## src/sv/srtf_schedule_simulator_macros.svh

```systemverilog
// assertion macros shared by the srtf scheduler rtl
`ifndef SRTF_SCHEDULE_SIMULATOR_MACROS_SVH
`define SRTF_SCHEDULE_SIMULATOR_MACROS_SVH

// condition holds at every clock edge out of reset
`define SRTF_ASSERT_ALWAYS(label, cond) \
    label: assert property (@(posedge clk) disable iff (!rst_n) (cond)) \
        else $error("srtf assertion failed: invariant");

// consequent holds in the same cycle as the antecedent
`define SRTF_ASSERT_SAME(label, ante, cons) \
    label: assert property (@(posedge clk) disable iff (!rst_n) (ante) |-> (cons)) \
        else $error("srtf assertion failed: same-cycle implication");

// consequent holds in the cycle after the antecedent
`define SRTF_ASSERT_NEXT(label, ante, cons) \
    label: assert property (@(posedge clk) disable iff (!rst_n) (ante) |=> (cons)) \
        else $error("srtf assertion failed: next-cycle implication");

`endif

```

## src/sv/srtf_pkg.sv

```systemverilog
// shared types and constants of the srtf schedule simulator
`timescale 1ns / 1ps

package srtf_pkg;

    localparam int MAX_PROCS_DEF = 16;
    localparam int CLK_W_DEF     = 21;
    localparam int TIME_W        = 21;
    localparam logic [16:0] NO_REMAINING = 17'h10000;

    typedef struct packed {
        logic [15:0] process_id;
        logic [15:0] arrival_time;
        logic [15:0] burst_time;
        logic        last_item;
    } in_item_t;

    typedef struct packed {
        logic [15:0]       result_id;
        logic [TIME_W-1:0] waiting_time;
        logic [TIME_W-1:0] turnaround_time;
        logic              last_result;
    } out_item_t;

    typedef struct packed {
        logic [15:0] process_id;
        logic [15:0] arrival_time;
        logic [15:0] burst_time;
        logic [15:0] remaining_time;
    } rec_t;

    localparam int REC_W = $bits(rec_t);

    typedef struct packed {
        logic take;
        logic next_upd;
    } scan_res_t;

    typedef enum logic [1:0] {
        ALU_ADD,
        ALU_SUB
    } alu_op_t;

    typedef enum logic [3:0] {
        ST_IDLE,
        ST_CHECK,
        ST_SCAN,
        ST_DECIDE,
        ST_DELTA,
        ST_CLOCK,
        ST_REM,
        ST_NEED,
        ST_WAIT,
        ST_ORD,
        ST_OCALC
    } state_t;

endpackage

```

## src/sv/srtf_schedule_simulator.sv

```systemverilog
// top level of the srtf schedule simulator: sequencer, stores and result register
`timescale 1ns / 1ps
`include "srtf_schedule_simulator_macros.svh"

// usage
//   item channel (item_valid/item_ready/item): one process per transaction;
//   one item is taken per cycle while loading. items beyond MAX_PROCS are
//   dropped, but a dropped item's last_item bit still starts the simulation
//   item_ready is high only while the block loads; it drops for the whole
//   simulation and result phase that follows an item marked last_item
//   simulation is event driven: each scheduling decision passes the check
//   state, scans all n stored records through the single read port of the
//   record memory and, when a process is picked, steps through the decide,
//   delta, clock and then rem or need and wait states of the shared
//   add/subtract unit; at most about 3n decisions, whatever the burst lengths
//   result channel (result_valid/result_ready/result): one transaction per
//   loaded process, in load order, last_result set on the final one; each
//   result is a memory read (ord state), then an add (ocalc state)
//   a stalled receiver holds the result register; the sequencer waits on it
//   and the next set can be loaded while the final result is still pending
//   reset clears the load count and the sequencer; the record memory needs
//   no clearing since only records written in the current set are read
module srtf_schedule_simulator #(
    parameter int MAX_PROCS = srtf_pkg::MAX_PROCS_DEF
) (
    input  logic                clk,
    input  logic                rst_n,
    input  logic                item_valid,
    output logic                item_ready,
    input  srtf_pkg::in_item_t  item,
    output logic                result_valid,
    input  logic                result_ready,
    output srtf_pkg::out_item_t result
);

    import srtf_pkg::*;

    localparam int CNT_W = $clog2(MAX_PROCS + 1);
    localparam int IDX_W = (MAX_PROCS > 1) ? $clog2(MAX_PROCS) : 1;
    localparam int CLK_W = 16 + CNT_W;
    localparam int AW    = CLK_W + 1;
    localparam int MEM_W = REC_W + CLK_W;

    // sequencer state
    state_t state_reg, state_next;

    // set bookkeeping
    logic [CNT_W-1:0] load_cnt_reg, load_cnt_next;
    logic [CNT_W-1:0] zero_cnt_reg, zero_cnt_next;
    logic [CNT_W-1:0] n_reg, n_next;
    logic [CNT_W-1:0] done_cnt_reg, done_cnt_next;

    // simulated time and the running process
    logic [CLK_W-1:0] clock_reg, clock_next;
    logic [IDX_W-1:0] run_idx_reg, run_idx_next;
    logic             running_valid_reg, running_valid_next;
    logic [15:0]      run_rem_reg, run_rem_next;

    // scan results
    logic [16:0]      best_reg, best_next;
    logic [IDX_W-1:0] pick_reg, pick_next;
    logic             found_reg, found_next;
    logic [15:0]      next_arr_reg, next_arr_next;
    logic             next_valid_reg, next_valid_next;
    logic [CNT_W-1:0] scan_idx_reg, scan_idx_next;
    logic             eval_valid_reg, eval_valid_next;
    logic [IDX_W-1:0] eval_idx_reg, eval_idx_next;

    // step operands
    logic [15:0]      gap_reg, gap_next;
    logic [15:0]      delta_reg, delta_next;
    logic             finish_reg, finish_next;
    logic [16:0]      need_reg, need_next;

    // result side
    logic [CNT_W-1:0] out_idx_reg, out_idx_next;
    logic             result_valid_reg, result_valid_next;
    out_item_t        result_reg, result_next;

    // memory port
    logic             mem_wr_en;
    logic [IDX_W-1:0] mem_wr_addr;
    logic [MEM_W-1:0] mem_wr_data;
    logic             mem_rd_en;
    logic [IDX_W-1:0] mem_rd_addr;
    logic [MEM_W-1:0] mem_rd_data;
    rec_t             rd_rec;
    logic [CLK_W-1:0] rd_wait;
    rec_t             wr_rec;
    logic [CLK_W-1:0] wr_wait;

    // shared unit
    alu_op_t          alu_op;
    logic [AW-1:0]    alu_a;
    logic [AW-1:0]    alu_b;
    logic [AW-1:0]    alu_res;
    logic             alu_borrow;
    scan_res_t        scan_res;

    // helpers
    logic             store_w;
    logic             store_zero_w;
    logic             use_gap_w;
    logic [CNT_W-1:0] out_idx_inc_w;
    logic             last_acc_w;

    assign rd_rec      = rec_t'(mem_rd_data[MEM_W-1:CLK_W]);
    assign rd_wait     = mem_rd_data[CLK_W-1:0];
    assign mem_wr_data = {wr_rec, wr_wait};

    assign item_ready   = (state_reg == ST_IDLE);
    assign result_valid = result_valid_reg;
    assign result       = result_reg;

    // a full store drops the item's payload
    assign store_w       = (load_cnt_reg < CNT_W'(MAX_PROCS));
    assign store_zero_w  = store_w && (item.burst_time == 16'd0);
    // a pending arrival cuts the run short only when strictly sooner
    assign use_gap_w     = next_valid_reg && alu_borrow;
    assign out_idx_inc_w = out_idx_reg + CNT_W'(1);
    // final item of a set taken this cycle
    assign last_acc_w    = item_valid && item_ready && item.last_item;

    srtf_ram #(
        .DEPTH  (MAX_PROCS),
        .DATA_W (MEM_W)
    ) u_ram (
        .clk     (clk),
        .wr_en   (mem_wr_en),
        .wr_addr (mem_wr_addr),
        .wr_data (mem_wr_data),
        .rd_en   (mem_rd_en),
        .rd_addr (mem_rd_addr),
        .rd_data (mem_rd_data)
    );

    srtf_alu #(
        .CLK_W (CLK_W)
    ) u_alu (
        .op         (alu_op),
        .a          (alu_a),
        .b          (alu_b),
        .res        (alu_res),
        .borrow     (alu_borrow),
        .entry_rem  (rd_rec.remaining_time),
        .entry_arr  (rd_rec.arrival_time),
        .sim_clock  (clock_reg),
        .best       (best_reg),
        .next_arr   (next_arr_reg),
        .next_valid (next_valid_reg),
        .scan       (scan_res)
    );

    always_ff @(posedge clk or negedge rst_n)
    begin
        if (!rst_n)
        begin
            state_reg         <= ST_IDLE;
            load_cnt_reg      <= '0;
            zero_cnt_reg      <= '0;
            n_reg             <= '0;
            done_cnt_reg      <= '0;
            clock_reg         <= '0;
            run_idx_reg       <= '0;
            running_valid_reg <= 1'b0;
            run_rem_reg       <= '0;
            best_reg          <= '0;
            pick_reg          <= '0;
            found_reg         <= 1'b0;
            next_arr_reg      <= '0;
            next_valid_reg    <= 1'b0;
            scan_idx_reg      <= '0;
            eval_valid_reg    <= 1'b0;
            eval_idx_reg      <= '0;
            gap_reg           <= '0;
            delta_reg         <= '0;
            finish_reg        <= 1'b0;
            need_reg          <= '0;
            out_idx_reg       <= '0;
            result_valid_reg  <= 1'b0;
            result_reg        <= '0;
        end
        else
        begin
            state_reg         <= state_next;
            load_cnt_reg      <= load_cnt_next;
            zero_cnt_reg      <= zero_cnt_next;
            n_reg             <= n_next;
            done_cnt_reg      <= done_cnt_next;
            clock_reg         <= clock_next;
            run_idx_reg       <= run_idx_next;
            running_valid_reg <= running_valid_next;
            run_rem_reg       <= run_rem_next;
            best_reg          <= best_next;
            pick_reg          <= pick_next;
            found_reg         <= found_next;
            next_arr_reg      <= next_arr_next;
            next_valid_reg    <= next_valid_next;
            scan_idx_reg      <= scan_idx_next;
            eval_valid_reg    <= eval_valid_next;
            eval_idx_reg      <= eval_idx_next;
            gap_reg           <= gap_next;
            delta_reg         <= delta_next;
            finish_reg        <= finish_next;
            need_reg          <= need_next;
            out_idx_reg       <= out_idx_next;
            result_valid_reg  <= result_valid_next;
            result_reg        <= result_next;
        end
    end

    always_comb
    begin
        state_next         = state_reg;
        load_cnt_next      = load_cnt_reg;
        zero_cnt_next      = zero_cnt_reg;
        n_next             = n_reg;
        done_cnt_next      = done_cnt_reg;
        clock_next         = clock_reg;
        run_idx_next       = run_idx_reg;
        running_valid_next = running_valid_reg;
        run_rem_next       = run_rem_reg;
        best_next          = best_reg;
        pick_next          = pick_reg;
        found_next         = found_reg;
        next_arr_next      = next_arr_reg;
        next_valid_next    = next_valid_reg;
        scan_idx_next      = scan_idx_reg;
        eval_valid_next    = eval_valid_reg;
        eval_idx_next      = eval_idx_reg;
        gap_next           = gap_reg;
        delta_next         = delta_reg;
        finish_next        = finish_reg;
        need_next          = need_reg;
        out_idx_next       = out_idx_reg;
        result_next        = result_reg;

        mem_wr_en   = 1'b0;
        mem_wr_addr = pick_reg;
        wr_rec      = rd_rec;
        wr_wait     = rd_wait;
        mem_rd_en   = 1'b0;
        mem_rd_addr = pick_reg;

        alu_op = ALU_ADD;
        alu_a  = '0;
        alu_b  = '0;

        // result register empties when taken
        result_valid_next = result_valid_reg && !result_ready;

        case (state_reg)
            ST_IDLE:
            begin
                if (item_valid)
                begin
                    if (store_w)
                    begin
                        // remaining starts at burst, waiting at zero
                        mem_wr_en             = 1'b1;
                        mem_wr_addr           = load_cnt_reg[IDX_W-1:0];
                        wr_rec.process_id     = item.process_id;
                        wr_rec.arrival_time   = item.arrival_time;
                        wr_rec.burst_time     = item.burst_time;
                        wr_rec.remaining_time = item.burst_time;
                        wr_wait               = '0;
                    end
                    load_cnt_next = load_cnt_reg + CNT_W'(store_w);
                    zero_cnt_next = zero_cnt_reg + CNT_W'(store_zero_w);
                    if (item.last_item)
                    begin
                        n_next             = load_cnt_reg + CNT_W'(store_w);
                        done_cnt_next      = zero_cnt_reg + CNT_W'(store_zero_w);
                        load_cnt_next      = '0;
                        zero_cnt_next      = '0;
                        clock_next         = '0;
                        run_idx_next       = '0;
                        running_valid_next = 1'b0;
                        state_next         = ST_CHECK;
                    end
                end
            end

            ST_CHECK:
            begin
                if (done_cnt_reg == n_reg)
                begin
                    out_idx_next = '0;
                    state_next   = ST_ORD;
                end
                else
                begin
                    // incumbent keeps the processor unless strictly beaten
                    best_next       = running_valid_reg ? {1'b0, run_rem_reg} : NO_REMAINING;
                    pick_next       = run_idx_reg;
                    found_next      = running_valid_reg;
                    next_valid_next = 1'b0;
                    scan_idx_next   = '0;
                    eval_valid_next = 1'b0;
                    state_next      = ST_SCAN;
                end
            end

            ST_SCAN:
            begin
                if (scan_idx_reg < n_reg)
                begin
                    mem_rd_en       = 1'b1;
                    mem_rd_addr     = scan_idx_reg[IDX_W-1:0];
                    scan_idx_next   = scan_idx_reg + CNT_W'(1);
                    eval_valid_next = 1'b1;
                    eval_idx_next   = scan_idx_reg[IDX_W-1:0];
                end
                else
                begin
                    eval_valid_next = 1'b0;
                    if (!eval_valid_reg)
                    begin
                        state_next = ST_DECIDE;
                    end
                end
                if (eval_valid_reg)
                begin
                    if (scan_res.take)
                    begin
                        best_next  = {1'b0, rd_rec.remaining_time};
                        pick_next  = eval_idx_reg;
                        found_next = 1'b1;
                    end
                    if (scan_res.next_upd)
                    begin
                        next_arr_next   = rd_rec.arrival_time;
                        next_valid_next = 1'b1;
                    end
                end
            end

            ST_DECIDE:
            begin
                if (!found_reg)
                begin
                    // idle: jump to the next arrival
                    clock_next = CLK_W'(next_arr_reg);
                    state_next = ST_CHECK;
                end
                else
                begin
                    alu_op      = ALU_SUB;
                    alu_a       = AW'(next_arr_reg);
                    alu_b       = AW'(clock_reg);
                    gap_next    = alu_res[15:0];
                    mem_rd_en   = 1'b1;
                    mem_rd_addr = pick_reg;
                    state_next  = ST_DELTA;
                end
            end

            ST_DELTA:
            begin
                alu_op      = ALU_SUB;
                alu_a       = AW'(gap_reg);
                alu_b       = AW'(best_reg[15:0]);
                delta_next  = use_gap_w ? gap_reg : best_reg[15:0];
                finish_next = !use_gap_w;
                state_next  = ST_CLOCK;
            end

            ST_CLOCK:
            begin
                alu_op       = ALU_ADD;
                alu_a        = AW'(clock_reg);
                alu_b        = AW'(delta_reg);
                clock_next   = alu_res[CLK_W-1:0];
                run_idx_next = pick_reg;
                state_next   = finish_reg ? ST_NEED : ST_REM;
            end

            ST_REM:
            begin
                alu_op                = ALU_SUB;
                alu_a                 = AW'(best_reg[15:0]);
                alu_b                 = AW'(delta_reg);
                mem_wr_en             = 1'b1;
                mem_wr_addr           = pick_reg;
                wr_rec.remaining_time = alu_res[15:0];
                run_rem_next          = alu_res[15:0];
                running_valid_next    = 1'b1;
                state_next            = ST_CHECK;
            end

            ST_NEED:
            begin
                alu_op     = ALU_ADD;
                alu_a      = AW'(rd_rec.burst_time);
                alu_b      = AW'(rd_rec.arrival_time);
                need_next  = alu_res[16:0];
                state_next = ST_WAIT;
            end

            ST_WAIT:
            begin
                // waiting time clamps at zero
                alu_op                = ALU_SUB;
                alu_a                 = AW'(clock_reg);
                alu_b                 = AW'(need_reg);
                mem_wr_en             = 1'b1;
                mem_wr_addr           = pick_reg;
                wr_rec.remaining_time = '0;
                wr_wait               = alu_borrow ? '0 : alu_res[CLK_W-1:0];
                done_cnt_next         = done_cnt_reg + CNT_W'(1);
                running_valid_next    = 1'b0;
                state_next            = ST_CHECK;
            end

            ST_ORD:
            begin
                mem_rd_en   = 1'b1;
                mem_rd_addr = out_idx_reg[IDX_W-1:0];
                state_next  = ST_OCALC;
            end

            ST_OCALC:
            begin
                alu_op = ALU_ADD;
                alu_a  = AW'(rd_rec.burst_time);
                alu_b  = AW'(rd_wait);
                if (!result_valid_reg || result_ready)
                begin
                    result_next.result_id    = rd_rec.process_id;
                    result_next.waiting_time = TIME_W'(rd_wait);
                    // zero burst reports zero turnaround
                    result_next.turnaround_time =
                        (rd_rec.burst_time == 16'd0) ? '0 : TIME_W'(alu_res);
                    result_next.last_result  = (out_idx_inc_w == n_reg);
                    result_valid_next        = 1'b1;
                    out_idx_next             = out_idx_inc_w;
                    state_next               = (out_idx_inc_w == n_reg) ? ST_IDLE : ST_ORD;
                end
            end

            default:
            begin
                state_next = ST_IDLE;
            end
        endcase
    end

    // finished count never passes the set size
    `SRTF_ASSERT_ALWAYS(a_done_le_n, done_cnt_reg <= n_reg)
    // a running process always has service left
    `SRTF_ASSERT_SAME(a_run_rem_nonzero, running_valid_reg, run_rem_reg != 16'd0)
    // the final item starts the simulation at once
    `SRTF_ASSERT_NEXT(a_last_starts_sim, last_acc_w, state_reg == ST_CHECK)
    // results are only produced by the result step
    `SRTF_ASSERT_SAME(a_result_from_calc, $rose(result_valid_reg), $past(state_reg) == ST_OCALC)

endmodule

```

## src/sv/srtf_ram.sv

```systemverilog
// process record memory, one write port and one registered read port
`timescale 1ns / 1ps

module srtf_ram #(
    parameter int DEPTH  = srtf_pkg::MAX_PROCS_DEF,
    parameter int DATA_W = srtf_pkg::REC_W + srtf_pkg::CLK_W_DEF,
    localparam int ADDR_W = (DEPTH > 1) ? $clog2(DEPTH) : 1
) (
    input  logic              clk,
    input  logic              wr_en,
    input  logic [ADDR_W-1:0] wr_addr,
    input  logic [DATA_W-1:0] wr_data,
    input  logic              rd_en,
    input  logic [ADDR_W-1:0] rd_addr,
    output logic [DATA_W-1:0] rd_data
);

    logic [DATA_W-1:0] mem [DEPTH];

    always_ff @(posedge clk)
    begin
        if (wr_en)
        begin
            mem[wr_addr] <= wr_data;
        end
    end

    always_ff @(posedge clk)
    begin
        if (rd_en)
        begin
            rd_data <= mem[rd_addr];
        end
    end

endmodule

```

## src/sv/srtf_alu.sv

```systemverilog
// shared add/subtract unit and per-entry scan comparator
`timescale 1ns / 1ps

module srtf_alu #(
    parameter int CLK_W = srtf_pkg::CLK_W_DEF,
    localparam int AW = CLK_W + 1
) (
    input  srtf_pkg::alu_op_t   op,
    input  logic [AW-1:0]       a,
    input  logic [AW-1:0]       b,
    output logic [AW-1:0]       res,
    output logic                borrow,
    input  logic [15:0]         entry_rem,
    input  logic [15:0]         entry_arr,
    input  logic [CLK_W-1:0]    sim_clock,
    input  logic [16:0]         best,
    input  logic [15:0]         next_arr,
    input  logic                next_valid,
    output srtf_pkg::scan_res_t scan
);

    import srtf_pkg::*;

    logic [AW:0] sum_w;
    logic        arrived_w;
    logic        live_w;

    always_comb
    begin
        case (op)
            ALU_ADD: sum_w = {1'b0, a} + {1'b0, b};
            ALU_SUB: sum_w = {1'b0, a} - {1'b0, b};
            default: sum_w = '0;
        endcase
    end

    assign res    = sum_w[AW-1:0];
    assign borrow = (op == ALU_SUB) && sum_w[AW];

    // entry compare: arrived challengers vs best, pending arrivals vs earliest
    assign arrived_w = (CLK_W'(entry_arr) <= sim_clock);
    assign live_w    = (entry_rem != 16'd0);

    assign scan.take     = live_w && arrived_w && ({1'b0, entry_rem} < best);
    assign scan.next_upd = live_w && !arrived_w && (!next_valid || (entry_arr < next_arr));

endmodule
```

## config.mk

```make
export PLATFORM = sky130hd
export DESIGN_NAME = srtf_schedule_simulator
export DESIGN_NICKNAME = d
export VERILOG_FILES = /design/src/sv/srtf_pkg.sv /design/src/sv/srtf_schedule_simulator.sv /design/src/sv/srtf_ram.sv /design/src/sv/srtf_alu.sv
export VERILOG_INCLUDE_DIRS = /design/src /design/src/sv
export SDC_FILE = /design/constraint.sdc
export NUM_CORES = 2
export LEC_CHECK = 0
export BUFFER_PORTS_ARGS = -buffer_cell sky130_fd_sc_hd__buf_2
export CAP_MARGIN = 40
export CORE_ASPECT_RATIO = 0.75
export CORE_MARGIN = 2
export CORE_UTILIZATION = 50
export DETAILED_ROUTE_END_ITERATION = 10
export GPL_ROUTABILITY_DRIVEN = 0
export PLACE_DENSITY = 0.65
export SYNTH_ARGS = -nofsm -noshare
export SYNTH_HDL_FRONTEND = slang
export SYNTH_HIERARCHICAL = 1
export SYNTH_SLANG_ARGS = --single-unit
```

## constraint.sdc

```tcl
create_clock -name clk -period 11.1 [get_ports clk]
set_input_delay 2.22 -clock clk [delete_from_list [all_inputs] [get_ports clk]]
set_output_delay 2.22 -clock clk [all_outputs]
set_load 0.01 [all_outputs]
```

==> flow_metrics.py <==
metrics = {
    "global_route": {
        "grt_start_max_net_pins": 142,
        "grt.overflow.total": 0,
        "antenna_found_initial": 9,
        "grt_pass1_wl_mm": 260,
        "groute.usage.overall_pct": 25.6,
        "grt_pass1_vias": 36800,
    },
    "setup_path": {
        "startpoint_type": "flip-flop",
        "cp.arrival_ns": 7.54,
        "r2r_slack_ns": 4.02,
        "cp_cell_sequence": "nor4bb_4 > and2_2 > buf_4 > a22oi_1 > nand3_1 > or4_1 > nor4_2 > nor4b_2 > or2_2 > xnor2_1 > ha_1 > a21oi_2 > o21ai_2 > a221o_1 > or3_4 > a311o_1 > a211oi_2 > nor2_4 > buf_12 > a22o_1",
        "critPathCaptureType": "flip-flop",
        "critical_path_peak_fanout": 41,
        "cpMaxStageDelayCell": "sky130_fd_sc_hd__dfrtp_1",
        "critical_path_class": "reg2reg",
        "cp.buffers_inverters": 2,
        "critical-path-top-delay-family": "simple AND/OR/NAND/NOR gates",
        "worst_ep_required_time_ns": 11.56,
        "critical-path-max-stage-delay_ns": 0.62,
    },
    "power_and_ir_drop": {
        "power.ir.vdd_worst_mv": 0.275,
        "internal-power_mw": 15.1,
        "netSwitchingFraction_pct": 35.9,
        "net_switching_power_figure_mw": 8.46,
        "pwr-share-seq_pct": 40.3,
        "power_leakage_nw": 26.2,
        "power-per-cell-area_nw_per_um2": 307,
        "combinationalPowerShare_pct": 37.5,
        "pwr-share-clk_pct": 22.2,
    },
    "place": {
        "hpwl_mm": 102,
        "place_inst": 5661,
        "placement.cell_area_um2": 71700,
        "i_o_buffers": 113,
    },
    "timing": {
        "fin_crit_ns": 7.08,
        "setup_repair_after_global_routing_missed_its_margin": "false",
        "final-max-slew-violation-count": 0,
        "finalClockSkew_ns": 0.0514,
        "setup-tns-final_ns": 0,
        "relSlewSlack_pct": 11.9,
        "worst_slew_pin_slew_ns": 1.32,
        "final_hold_viol_count": 0,
        "max_clock_freq_mhz": 141,
        "final_min_period_over_clock_period_pct": 63.8,
        "final-setup-viol-count": 0,
    },
    "clock_tree": {
        "post_cts_resize_count": 0,
        "postCtsHoldBufs": 0,
        "tritoncts": "done",
        "cts.root.buffer_cell": "sky130_fd_sc_hd__clkbuf_16",
        "max-clock-path-buffers": 3,
        "clkTransAtPathRegs_ns": 0.06,
        "cts_post_setup_buffers_inserted": 0,
        "insertion_delay_to_the_later_sink_of_the_worst_skew_pair_ns": 0.81,
        "htree_levels": 4,
        "clock-sinks": 1675,
        "cts-buffers-inserted": 158,
    },
    "final_layout": {
        "postLayoutCoreUtil_pct": 56.5,
        "share_of_layout_cells_above_drive_strength_1_pct": 21.3,
        "finish.net_count": 4170,
        "area_growth_pct": 12.1,
        "largest_reg_flops": 1360,
        "instances_no_fill": 5950,
        "final_area_um2": 76700,
    },
    "floorplan": {
        "core.rowCount": 117,
        "chip_height_um": 324,
        "dieArea_um2": 140000,
        "io_pins": 114,
        "core_area_um2": 136000,
        "fp.dieW_um": 431,
        "floorplan.initialDensity_pct": 50.4,
    },
    "synth": {
        "netlist_instances": 3867,
        "mappedNetlistArea_um2": 68400,
        "synthesis.area_per_instance_um2": 17.7,
        "synth-warning-count": 6,
    },
    "drt": {
        "routed_wirelength_mm": 178,
        "drt-pass1-iter-count": 8,
        "drt_drc_violations_left": 0,
        "via_per_inst": 6.36,
        "dr_vias": 37800,
        "post_drt_antenna_nets": 0,
        "detail_route.iter0.violations": 5182,
        "drt-wirelength-per-cell_um": 29.9,
    },
    "flow_run": {
        "max_cap_violations": 0,
    },
    "worst_hold_path": {
        "hold_class": "reg2reg",
    },
    "outcome": {
        "run_status": "completed",
    },
}
## cell type report
class,count,area (um2)
tap,1785,2230
multi-input combinational,1912,18200
clock inverter,83,771
fill,10200,59100
antenna,2,5.00
sequential,1675,49100
clock buffer,204,4230
timing repair buffer,219,1830
inverter,70,263
## per-stage QoR
step	setup slack (ns)	power, mW	hold slack, ns
floorplan	1.20	15.5	0.433
global placement	3.63	18.1	0.451
detailed placement	4.12	18.3	0.458
CTS	4.08	23.6	0.474
global route	3.69	24.7	0.491
finish	4.02	23.6	0.467
## worst paths after layout
| kind | from | to | cells past startpoint |
|---|---|---|---|
| worst max-delay path | state_reg[1] | u_ram/mem[3][4] | 20 |
| worst min-delay path | u_ram/rd_data[74] | result[48] | 2 |
| worst max register to register | state_reg[1] | u_ram/mem[3][4] | 20 |
| worst min register to register | u_ram/rd_data[74] | result[48] | 2 |
| max in group asynchronous | rst_n | need_reg[0] | 4 |
| min in group asynchronous | rst_n | load_cnt_reg[2] | 1 |
## metal layers
layer / share of wire (%) / track usage [%] / vias up
met2: 45 / 37.4 / 1831
met1: 44 / 40.2 / 20000
met3: 9.2 / 4.61 / 218
met4: 1.9 / 5.77 / 0
li1: - / - / 15800
met5: 0 / 0 / -
## tightest hold or removal path: stages, from the launching register on
cell,delay (ns)
sky130_fd_sc_hd__edfxtp_1,0.34
sky130_fd_sc_hd__nand2_1,0.05
sky130_fd_sc_hd__nand2_1,0.05
## placed cells by master (no fill, tap or decap), types with 23 or more instances in the layout
| master | count |
|---|---|
| sky130_fd_sc_hd__clkbuf_1 | 38 |
| sky130_fd_sc_hd__xor2_1 | 24 |
| sky130_fd_sc_hd__nor2_1 | 60 |
| sky130_fd_sc_hd__buf_2 | 112 |
| sky130_fd_sc_hd__a22o_1 | 72 |
| sky130_fd_sc_hd__nand2b_1 | 23 |
| sky130_fd_sc_hd__ha_1 | 80 |
| sky130_fd_sc_hd__dfrtp_1 | 230 |
| sky130_fd_sc_hd__nand3_1 | 62 |
| sky130_fd_sc_hd__edfxtp_1 | 1445 |
| sky130_fd_sc_hd__xnor2_1 | 24 |
| sky130_fd_sc_hd__clkinv_1 | 31 |
| sky130_fd_sc_hd__mux4_2 | 340 |
| sky130_fd_sc_hd__mux2_1 | 52 |
| sky130_fd_sc_hd__nand2_1 | 443 |
| sky130_fd_sc_hd__o21ai_0 | 59 |
| sky130_fd_sc_hd__clkinv_2 | 24 |
| sky130_fd_sc_hd__inv_1 | 70 |
| sky130_fd_sc_hd__mux2_2 | 51 |
| sky130_fd_sc_hd__clkbuf_16 | 160 |
| sky130_fd_sc_hd__a22oi_1 | 234 |
| sky130_fd_sc_hd__buf_4 | 77 |
| sky130_fd_sc_hd__mux2i_1 | 26 |
| sky130_fd_sc_hd__a21oi_1 | 61 |
| sky130_fd_sc_hd__a21o_1 | 38 |
## power groups by stage
stage | combinational, mW | clock (mW) | sequential (mW)
2_1_floorplan | 6.21 | 0 | 9.25
3_3_place_gp | 8.52 | 0 | 9.61
3_5_place_dp | 8.72 | 0 | 9.61
4_1_cts | 8.76 | 5.32 | 9.49
5_1_grt | 9.52 | 5.57 | 9.56
6_report | 8.83 | 5.23 | 9.51
No activity file was read; power rests on OpenSTA's default activity.
